===== config.mk =====
export PLATFORM = sky130hd
export DESIGN_NAME = rgb_led_strip_serializer
export DESIGN_NICKNAME = d
export VERILOG_FILES = /design/src/hdl/rlss_pkg.sv /design/src/hdl/rlss_csr.sv /design/src/hdl/rlss_pixel_mem.sv /design/src/hdl/rgb_led_strip_serializer.sv
export SDC_FILE = /design/constraint.sdc
export NUM_CORES = 2
export LEC_CHECK = 0
export BUFFER_PORTS_ARGS = -buffer_cell sky130_fd_sc_hd__clkbuf_2
export CAP_MARGIN = 10
export CELL_PAD_IN_SITES_DETAIL_PLACEMENT = 1
export CELL_PAD_IN_SITES_GLOBAL_PLACEMENT = 1
export CORE_ASPECT_RATIO = 0.9
export CORE_UTILIZATION = 45
export CTS_CLUSTER_DIAMETER = 50
export DETAILED_ROUTE_END_ITERATION = 7
export PLACE_DENSITY_LB_ADDON = 0.1
export SYNTH_ARGS = -nofsm -noshare
export SYNTH_HDL_FRONTEND = slang
export SYNTH_SLANG_ARGS = --single-unit
export TNS_END_PERCENT = 50

===== constraint.sdc =====
create_clock -name clock -period 8.8 [get_ports clock]
set_input_delay 1.76 -clock clock [delete_from_list [all_inputs] [get_ports clock]]
set_output_delay 1.76 -clock clock [all_outputs]
set_load 0.05 [all_outputs]

===== src/hdl/rlss_pkg.sv =====
`default_nettype none

package rlss_pkg;

   localparam int MAX_LEDS_DEF   = 64;
   localparam int BPP_DEF        = 24;
   localparam int PIX_W          = 24;
   localparam int COLOR_W        = 8;
   localparam int IDX_FIELD_W    = 6;
   localparam int LED_COUNT_W    = 7;
   localparam int DUTY_W         = 8;
   localparam int SLOT_W         = 8;
   localparam int REQ_TYPE_W     = 2;
   localparam int CSR_ADDR_W     = 4;
   localparam int CSR_DATA_W     = 32;
   localparam int REQ_TDATA_W    = 32;
   localparam int RSP_TDATA_W    = 16;

   localparam logic [LED_COUNT_W-1:0] LED_COUNT_RST   = 7'd64;
   localparam logic [DUTY_W-1:0]      ONE_DUTY_RST    = 8'd67;
   localparam logic [DUTY_W-1:0]      ZERO_DUTY_RST   = 8'd34;
   localparam logic [SLOT_W-1:0]      RESET_SLOTS_RST = 8'd48;

   typedef enum logic [REQ_TYPE_W-1:0] {
      REQ_WRITE = 2'd0,
      REQ_FILL  = 2'd1,
      REQ_START = 2'd2,
      REQ_TICK  = 2'd3
   } req_kind_type;

   typedef enum logic [1:0] {
      REG_LED_COUNT   = 2'd0,
      REG_ONE_DUTY    = 2'd1,
      REG_ZERO_DUTY   = 2'd2,
      REG_RESET_SLOTS = 2'd3
   } reg_index_type;

   typedef enum logic [3:0] {
      PH_IDLE      = 4'b0001,
      PH_RST_START = 4'b0010,
      PH_DATA      = 4'b0100,
      PH_RST_END   = 4'b1000
   } phase_type;

   typedef enum logic [1:0] {
      ST_IDLE = 2'b01,
      ST_EXEC = 2'b10
   } ctrl_state_type;

   typedef struct packed {
      logic [LED_COUNT_W-1:0] led_count;
      logic [DUTY_W-1:0]      one_duty;
      logic [DUTY_W-1:0]      zero_duty;
      logic [SLOT_W-1:0]      reset_slots;
   } cfg_type;

   typedef struct packed {
      logic                   wr_en;
      logic                   fill_en;
      logic [IDX_FIELD_W-1:0] addr;
      logic [PIX_W-1:0]       pixel;
   } mem_cmd_type;

   function automatic logic [PIX_W-1:0] pack_grb(input logic [COLOR_W-1:0] r,
                                                  input logic [COLOR_W-1:0] g,
                                                  input logic [COLOR_W-1:0] b);
      return {g, r, b};
   endfunction

endpackage

`default_nettype wire


===== src/hdl/rlss_csr.sv =====
`default_nettype none

module rlss_csr (
   input  wire logic                          clock,
   input  wire logic                          reset,
   input  wire logic                          csr_psel,
   input  wire logic                          csr_penable,
   input  wire logic                          csr_pwrite,
   input  wire logic [rlss_pkg::CSR_ADDR_W-1:0] csr_paddr,
   input  wire logic [rlss_pkg::CSR_DATA_W-1:0] csr_pwdata,
   output logic      [rlss_pkg::CSR_DATA_W-1:0] csr_prdata,
   output logic                               csr_pready,
   output rlss_pkg::cfg_type                  cfg
);
   import rlss_pkg::*;

   cfg_type       cfg_ff;
   reg_index_type reg_sel;
   logic          wr_en;

   assign reg_sel    = reg_index_type'(csr_paddr[CSR_ADDR_W-1:2]);
   assign wr_en      = csr_psel & csr_penable & csr_pwrite;
   assign csr_pready = 1'b1;
   assign cfg        = cfg_ff;

   always_ff @(posedge clock) begin
      if (reset) begin
         cfg_ff.led_count   <= LED_COUNT_RST;
         cfg_ff.one_duty    <= ONE_DUTY_RST;
         cfg_ff.zero_duty   <= ZERO_DUTY_RST;
         cfg_ff.reset_slots <= RESET_SLOTS_RST;
      end else if (wr_en) begin
         case (reg_sel)
            REG_LED_COUNT:   cfg_ff.led_count   <= csr_pwdata[LED_COUNT_W-1:0];
            REG_ONE_DUTY:    cfg_ff.one_duty    <= csr_pwdata[DUTY_W-1:0];
            REG_ZERO_DUTY:   cfg_ff.zero_duty   <= csr_pwdata[DUTY_W-1:0];
            REG_RESET_SLOTS: cfg_ff.reset_slots <= csr_pwdata[SLOT_W-1:0];
            default: ;
         endcase
      end
   end

   always_comb begin
      case (reg_sel)
         REG_LED_COUNT:   csr_prdata = CSR_DATA_W'(cfg_ff.led_count);
         REG_ONE_DUTY:    csr_prdata = CSR_DATA_W'(cfg_ff.one_duty);
         REG_ZERO_DUTY:   csr_prdata = CSR_DATA_W'(cfg_ff.zero_duty);
         REG_RESET_SLOTS: csr_prdata = CSR_DATA_W'(cfg_ff.reset_slots);
         default:         csr_prdata = '0;
      endcase
   end

endmodule

`default_nettype wire


===== src/hdl/rlss_pixel_mem.sv =====
`default_nettype none

module rlss_pixel_mem #(
   parameter int MAX_LEDS = rlss_pkg::MAX_LEDS_DEF,
   parameter int IDX_W    = (MAX_LEDS > 1) ? $clog2(MAX_LEDS) : 1
) (
   input  wire logic                     clock,
   input  wire logic                     reset,
   input  wire logic [IDX_W-1:0]         rd_addr,
   input  wire rlss_pkg::mem_cmd_type    cmd,
   output logic [rlss_pkg::PIX_W-1:0]    rd_pixel
);
   import rlss_pkg::*;

   logic [PIX_W-1:0]    mem [MAX_LEDS];
   logic [MAX_LEDS-1:0] valid_ff;
   logic [PIX_W-1:0]    fill_ff;
   logic [PIX_W-1:0]    rd_data_ff;
   logic                rd_valid_ff;
   logic [IDX_W-1:0]    wr_addr;

   assign wr_addr = IDX_W'(cmd.addr);

   always_ff @(posedge clock) begin
      if (cmd.wr_en) begin
         mem[wr_addr] <= cmd.pixel;
      end
      rd_data_ff  <= mem[rd_addr];
      rd_valid_ff <= valid_ff[rd_addr];
   end

   // A fill drops every valid bit, so each entry falls back to the fill color
   // until it is written again. Reset does the same with a black fill color.
   always_ff @(posedge clock) begin
      if (reset) begin
         valid_ff <= '0;
         fill_ff  <= '0;
      end else if (cmd.fill_en) begin
         valid_ff <= '0;
         fill_ff  <= cmd.pixel;
      end else if (cmd.wr_en) begin
         valid_ff[wr_addr] <= 1'b1;
      end
   end

   assign rd_pixel = rd_valid_ff ? rd_data_ff : fill_ff;

endmodule

`default_nettype wire


===== src/hdl/rgb_led_strip_serializer.sv =====
// RGB LED strip serializer.
// Requests enter on the req_ channel: req_tuser carries the request kind
// (write one pixel, fill all pixels, start a refresh, bit-period tick) and
// req_tdata carries the pixel index and the color. Every request gives one
// item on the rsp_ channel with the PWM compare value for that tick, the
// line-active flag and the ok flag; rsp_tlast marks the last slot of a frame.
// The four registers (LED count, one and zero duty, reset pulse length) sit
// on the csr_ port. The user writes them while no request is in flight;
// the block itself does not enforce this. An accepted request is registered
// and waits in the execute step, which commits its result to the output
// register on rsp_ once that register is free. No new request is taken
// until the last one has left the execute step. The output register holds a
// result while the receiver stalls, and the next request is taken meanwhile.
// Reset makes all pixels black at once, stops any refresh and restores the
// register defaults; requests are accepted as soon as reset is released.
`default_nettype none

module rgb_led_strip_serializer #(
   parameter int MAX_LEDS       = rlss_pkg::MAX_LEDS_DEF,
   parameter int BITS_PER_PIXEL = rlss_pkg::BPP_DEF
) (
   input  wire logic                            clock,
   input  wire logic                            reset,
   input  wire logic                            req_tvalid,
   output logic                                 req_tready,
   // led_index[5:0], red[13:6], green[21:14], blue[29:22], zero fill
   input  wire logic [rlss_pkg::REQ_TDATA_W-1:0] req_tdata,
   // req_type[1:0]
   input  wire logic [rlss_pkg::REQ_TYPE_W-1:0]  req_tuser,
   output logic                                 rsp_tvalid,
   input  wire logic                            rsp_tready,
   // duty[7:0], line_active[8], ok[9], zero fill
   output logic      [rlss_pkg::RSP_TDATA_W-1:0] rsp_tdata,
   output logic                                 rsp_tlast,
   input  wire logic                            csr_psel,
   input  wire logic                            csr_penable,
   input  wire logic                            csr_pwrite,
   input  wire logic [rlss_pkg::CSR_ADDR_W-1:0]  csr_paddr,
   input  wire logic [rlss_pkg::CSR_DATA_W-1:0]  csr_pwdata,
   output logic      [rlss_pkg::CSR_DATA_W-1:0]  csr_prdata,
   output logic                                 csr_pready
);
   import rlss_pkg::*;

   localparam int IDX_W = (MAX_LEDS > 1) ? $clog2(MAX_LEDS) : 1;
   localparam int PP_W  = $clog2(MAX_LEDS + 1);
   localparam int CMP_W = (PP_W > LED_COUNT_W) ? PP_W : LED_COUNT_W;
   localparam int BP_W  = $clog2(BITS_PER_PIXEL);

   cfg_type        cfg;
   mem_cmd_type    cmd;
   logic [PIX_W-1:0] rd_pixel;

   ctrl_state_type state_ff, state_in;
   phase_type      phase_ff, phase_in;
   logic [SLOT_W-1:0] slot_ff, slot_in, slot_inc;
   logic [PP_W-1:0]   pp_ff, pp_in, pp_inc;
   logic [BP_W-1:0]   bp_ff, bp_in;

   req_kind_type           kind_ff;
   logic [IDX_FIELD_W-1:0] idx_ff;
   logic [COLOR_W-1:0]     red_ff, green_ff, blue_ff;

   logic                   rsp_tvalid_ff;
   logic [RSP_TDATA_W-1:0] rsp_tdata_ff;
   logic                   rsp_tlast_ff;

   logic              go;
   logic [CMP_W-1:0]  eff_count;
   logic [SLOT_W-1:0] eff_reset;
   logic [4:0]        pix_pos;
   logic              pix_bit;
   logic [DUTY_W-1:0] res_duty;
   logic              res_active, res_ok, res_done;

   rlss_csr u_csr (
      .clock      (clock),
      .reset      (reset),
      .csr_psel   (csr_psel),
      .csr_penable(csr_penable),
      .csr_pwrite (csr_pwrite),
      .csr_paddr  (csr_paddr),
      .csr_pwdata (csr_pwdata),
      .csr_prdata (csr_prdata),
      .csr_pready (csr_pready),
      .cfg        (cfg)
   );

   rlss_pixel_mem #(
      .MAX_LEDS(MAX_LEDS),
      .IDX_W   (IDX_W)
   ) u_pixel_mem (
      .clock   (clock),
      .reset   (reset),
      .rd_addr (pp_ff[IDX_W-1:0]),
      .cmd     (cmd),
      .rd_pixel(rd_pixel)
   );

   // Out-of-range counts are clamped to one and to the store depth.
   always_comb begin
      if (cfg.led_count == '0) begin
         eff_count = CMP_W'(1);
      end else if (CMP_W'(cfg.led_count) > CMP_W'(MAX_LEDS)) begin
         eff_count = CMP_W'(MAX_LEDS);
      end else begin
         eff_count = CMP_W'(cfg.led_count);
      end
   end

   assign eff_reset = (cfg.reset_slots == '0) ? SLOT_W'(1) : cfg.reset_slots;

   assign req_tready = (state_ff == ST_IDLE);
   assign go = (state_ff == ST_EXEC) && (!rsp_tvalid_ff || rsp_tready);

   // Wide pixels send the 24-bit color first and pad with zero bits.
   assign pix_pos = 5'(PIX_W - 1) - 5'(bp_ff);
   assign pix_bit = (5'(bp_ff) < 5'(PIX_W)) ? rd_pixel[pix_pos] : 1'b0;

   assign slot_inc = slot_ff + SLOT_W'(1);
   assign pp_inc   = pp_ff + PP_W'(1);

   always_comb begin
      phase_in = phase_ff;
      slot_in  = slot_ff;
      pp_in    = pp_ff;
      bp_in    = bp_ff;
      res_duty = '0;
      res_ok   = 1'b1;
      res_done = 1'b0;
      cmd      = '0;
      case (kind_ff)
         REQ_WRITE: begin
            if (CMP_W'(idx_ff) < eff_count) begin
               cmd.wr_en = go;
               cmd.addr  = idx_ff;
               cmd.pixel = pack_grb(red_ff, green_ff, blue_ff);
            end else begin
               res_ok = 1'b0;
            end
         end
         REQ_FILL: begin
            cmd.fill_en = go;
            cmd.pixel   = pack_grb(red_ff, green_ff, blue_ff);
         end
         REQ_START: begin
            if (phase_ff != PH_IDLE) begin
               res_ok = 1'b0;
            end else begin
               phase_in = PH_RST_START;
               slot_in  = '0;
               pp_in    = '0;
               bp_in    = '0;
            end
         end
         REQ_TICK: begin
            case (phase_ff)
               PH_RST_START: begin
                  slot_in = slot_inc;
                  if (slot_inc >= eff_reset) begin
                     phase_in = PH_DATA;
                     slot_in  = '0;
                     pp_in    = '0;
                     bp_in    = '0;
                  end
               end
               PH_DATA: begin
                  if (CMP_W'(pp_ff) >= eff_count) begin
                     // The count dropped under the pointer: this tick is
                     // already the first slot of the closing pulse.
                     if (eff_reset == SLOT_W'(1)) begin
                        phase_in = PH_IDLE;
                        slot_in  = '0;
                        res_done = 1'b1;
                     end else begin
                        phase_in = PH_RST_END;
                        slot_in  = SLOT_W'(1);
                     end
                  end else begin
                     res_duty = pix_bit ? cfg.one_duty : cfg.zero_duty;
                     if (bp_ff == BP_W'(BITS_PER_PIXEL - 1)) begin
                        bp_in = '0;
                        pp_in = pp_inc;
                        if (CMP_W'(pp_inc) >= eff_count) begin
                           phase_in = PH_RST_END;
                           slot_in  = '0;
                        end
                     end else begin
                        bp_in = bp_ff + BP_W'(1);
                     end
                  end
               end
               PH_RST_END: begin
                  slot_in = slot_inc;
                  if (slot_inc >= eff_reset) begin
                     phase_in = PH_IDLE;
                     slot_in  = '0;
                     res_done = 1'b1;
                  end
               end
               default: ;
            endcase
         end
         default: ;
      endcase
      res_active = (kind_ff == REQ_TICK) ? (phase_ff != PH_IDLE) : (phase_in != PH_IDLE);
   end

   always_comb begin
      state_in = state_ff;
      case (state_ff)
         ST_IDLE: begin
            if (req_tvalid) begin
               state_in = ST_EXEC;
            end
         end
         ST_EXEC: begin
            if (go) begin
               state_in = ST_IDLE;
            end
         end
         default: state_in = ST_IDLE;
      endcase
   end

   always_ff @(posedge clock) begin
      if (reset) begin
         state_ff      <= ST_IDLE;
         phase_ff      <= PH_IDLE;
         slot_ff       <= '0;
         pp_ff         <= '0;
         bp_ff         <= '0;
         rsp_tvalid_ff <= 1'b0;
      end else begin
         state_ff <= state_in;
         if (go) begin
            phase_ff      <= phase_in;
            slot_ff       <= slot_in;
            pp_ff         <= pp_in;
            bp_ff         <= bp_in;
            rsp_tvalid_ff <= 1'b1;
         end else if (rsp_tready) begin
            rsp_tvalid_ff <= 1'b0;
         end
      end
   end

   always_ff @(posedge clock) begin
      if (req_tvalid && req_tready) begin
         kind_ff  <= req_kind_type'(req_tuser);
         idx_ff   <= req_tdata[5:0];
         red_ff   <= req_tdata[13:6];
         green_ff <= req_tdata[21:14];
         blue_ff  <= req_tdata[29:22];
      end
      if (go) begin
         rsp_tdata_ff <= {6'b0, res_ok, res_active, res_duty};
         rsp_tlast_ff <= res_done;
      end
   end

   assign rsp_tvalid = rsp_tvalid_ff;
   assign rsp_tdata  = rsp_tdata_ff;
   assign rsp_tlast  = rsp_tlast_ff;

   a_done_while_active: assert property (@(posedge clock) disable iff (reset)
      rsp_tvalid_ff && rsp_tlast_ff |-> rsp_tdata_ff[8])
      else $error("frame end reported outside a refresh");

   a_duty_while_active: assert property (@(posedge clock) disable iff (reset)
      rsp_tvalid_ff && (rsp_tdata_ff[7:0] != '0) |-> rsp_tdata_ff[8])
      else $error("nonzero duty outside a refresh");

   a_done_goes_idle: assert property (@(posedge clock) disable iff (reset)
      go && res_done |=> phase_ff == PH_IDLE)
      else $error("refresh still running after its last slot");

   a_start_enters_pulse: assert property (@(posedge clock) disable iff (reset)
      go && (kind_ff == REQ_START) && res_ok |=> phase_ff == PH_RST_START)
      else $error("accepted start did not open the reset pulse");

   a_single_mem_op: assert property (@(posedge clock) disable iff (reset)
      cmd.wr_en || cmd.fill_en |-> go && (state_ff == ST_EXEC))
      else $error("pixel store written outside a committing step");

endmodule

`default_nettype wire


==> reports/qor.txt <==
RSZ-0062 raised after global routing: no
Share of cells above drive strength 1: 30.6%
Nets: 3365
DR DRC count: 0
Area after DPL: 0.0708 mm²
Post-synth top cells: edfxtp_1 (1579), mux4_2 (546), dfxtp_1 (171), nor2_1 (133), clkbuf_1 (90)
CP Data Required Time: 9190 ps
Leakage: 0.0234 µW
Num rows: 134
Worst Max-Slew Pin Slew: 1250 ps
EDFF count, synth: 1579
Worst Path Buf+Inv: 1
Layout area overhead: 13.4%
Net switching power: 3500 µW
Vias per Instance: 5.97
Max-slew violations: 0
Crit Path Class: reg -> reg
Total internal power: 13700 µW
CTS tree: built
Top-area cell type share of the netlist area: 69.9%
Largest net degree at the start of global routing: 129
Slew headroom: 16.6%
First-pass GRT wire length: 247000 µm
Core box area: 0.149 mm²
Antenna-violating nets left: 0
Vias in the first global route: 33600
Latest clock arrival within the worst-skew pair: 800 ps
Num ports: 129
CTS Buffer Depth: 3
Die width: 411 µm
# resized after CTS: 0
PD cells: 224 mW/mm²
Fill cells: 12800
Worst setup EP type: register
CTS H-tree lvls: 4
Ys flop type: edfxtp_1
Total CTS buffers: 183
Worst hold stages: 1
Flop pwr share: 52.9%
Largest area contributor in the netlist: edfxtp_1
WP data arrival: 5670 ps
Critical path fanouts, max: 25
First-pass iteration count of the detailed router: 5
Crit path cell chain: inv_1 > nand2_1 > ha_1 > and4b_1 > a211oi_1 > o21a_1 > o311a_1 > nand3_1 > nor2_4
Max Cap Viol: 0
Synth area leaders: edfxtp_1 (70%), mux4_2 (18%), dfxtp_1 (5.0%)
Setup Buffers After CTS: 0
Fin crit period: 5280 ps
Antenna violations before repair: 17
GRT Util Overall: 23.1%
Clock Root Buffer: clkbuf_16
Synthesis-stage register bit count: 1750
Fmax: 0.189 GHz
GRT overflow: 0
Maximum VDD drop: 0.202 mV
Drt wl/cell: 32.2 µm
Total wire length: 174000 µm
Hold WC Path Type: reg -> reg
Sw frac: 20.4%
Clk_skew: 26.1 ps
Drt initial violations: 3236
Clock share of power: 45.5%
FF-to-FF path depth: 9
Hold-fix buffers, CTS: 0
Async S/R FF share, synth: 0%
Period Utilization, post-route: 60.0%
Syn Area/Cell: 21.8 µm²
Hold Vio Cnt, Final: 0
CP max-delay cell: nor2_4
Ys Warns: 0
Sequential area share after synthesis: 74.9%
Final setup TNS: 0 ps
Status: completed
Mapped Cells: 3114
DP HPWL: 98700 µm
Distinct cells, synth: 60
Combinational share of power: 1.6%
Via count: 32200
Die area: 0.152 mm²
Cell family with most CP delay: simple AND/OR/NAND/NOR gates
Starting Density: 45.6%
GP Congestion: 0.844
Place WS: 2870 ps
Sink Count: 1750
Die height: 370 µm
Clock transition at path regs: 60 ps
WP depth: 9
Startpoint types: register
Most common cell in the netlist: edfxtp_1
Final setup fails: 0
Worst setup margin: 3520 ps
Buffers on Ports: 69
Slowest stage delay, CP: 1290 ps
Finished Cell Area: 0.0770 mm²
Cell Area, Synth: 0.0678 mm²
-- cell type report --
class	count	area (µm²)	area share, %
Sequential cell	1750	50900	66.1
Inverter	24	97.6	0.127
Timing Repair Buffer	117	788	1.02
Multi-Input combinational cell	1180	16600	21.6
Clock inverter	91	917	1.19
Tap cell	1972	2470	3.21
Antenna cell	6	15.0	0.0195
Clock buffer	252	5200	6.75
-- path summary, 6_finish.rpt --
path	endpoint	startpoint	slack, ps
setup reg to reg	u_pixel_mem.mem[25][19]	u_csr.cfg[30]	3520
setup / recovery	u_pixel_mem.mem[25][19]	u_csr.cfg[30]	3520
hold / removal	u_pixel_mem.valid_ff[14]	u_pixel_mem.valid_ff[14]	460
hold reg to reg	u_pixel_mem.valid_ff[14]	u_pixel_mem.valid_ff[14]	460
-- metal layers --
| metal | GRT usage [%] | part of all wire, % | vias to the layer above |
|---|---|---|---|
| met1 | 33.6 | 44 | 17600 |
| met2 | 35.4 | 46 | 1048 |
| met5 | 0 | 0.025 | - |
| met4 | 6.65 | 2.6 | 6 |
| met3 | 4.74 | 7.1 | 258 |
| li1 | - | - | 13300 |
-- power groups by stage --
stage	Combinational, µW	Clock [µW]	Sequential [µW]
after global routing	301	8250	9090
after floorplan	157	0	9260
after global placement	264	0	9270
after detailed placement	284	0	9270
after CTS	284	7960	9100
final	283	7820	9100
-- state kept, by name, summed over array words and instances, names as in the netlist, 5 cells and up --
register                cells
u_pixel_mem.rd_data_ff     24
rsp_tdata                  10
green_ff                    8
u_csr.cfg                  31
u_pixel_mem.mem          1536
pp_ff                       7
u_pixel_mem.valid_ff       64
red_ff                      8
blue_ff                     8
slot_ff                     8
idx_ff                      6
u_pixel_mem.fill_ff        24
bp_ff                       5
-- stage by stage --
stage               util [%]  hold WS [ps]  total power, µW  std cells
finish                  51.7           458            17200       5392
global route            51.7           477            17600       5386
CTS                     51.7           461            17300       5385
detailed placement      47.6           449             9560       5042
global placement        47.6           440             9530       5042
floorplan                  -           433             9420       3143
-- cell usage in the layout, fill, tap and decap left out, drive strengths merged, types with 3 or more instances in the layout --
cell	n
mux4	546
nand4b	8
nor3b	4
a211o	9
a21o	3
clkinvlp	10
xnor2	9
nor2b	18
inv	37
nand4	6
clkbuf	320
o21a	65
and3	4
a21oi	61
nor3	5
o21ai	10
mux2i	32
ha	32
nor2	133
dfxtp	171
conb	31
nand3b	3
nand2b	16
a31oi	4
and2	29
or3	10
diode	6
nand3	22
buf	49
edfxtp	1579
nand2	85
clkinv	53
bufinv	15
xor2	4
-- logic make-up (layout without fill, tap and decap cells) --
kind of cell    Yosys count  after routing  share of synthesized area (%)
compound gates          172            172                           1.70
buf+inv                 213            484                           1.48
flops                  1750           1750                           74.9
xor+xnor                 13             13                          0.168
fa+ha+maj                32             32                          0.590
mux                     580            580                           18.6
simple gates            352            352                           2.48
other cells               2             37                         0.0111
Note: power is estimated with default switching activity, not from simulation.
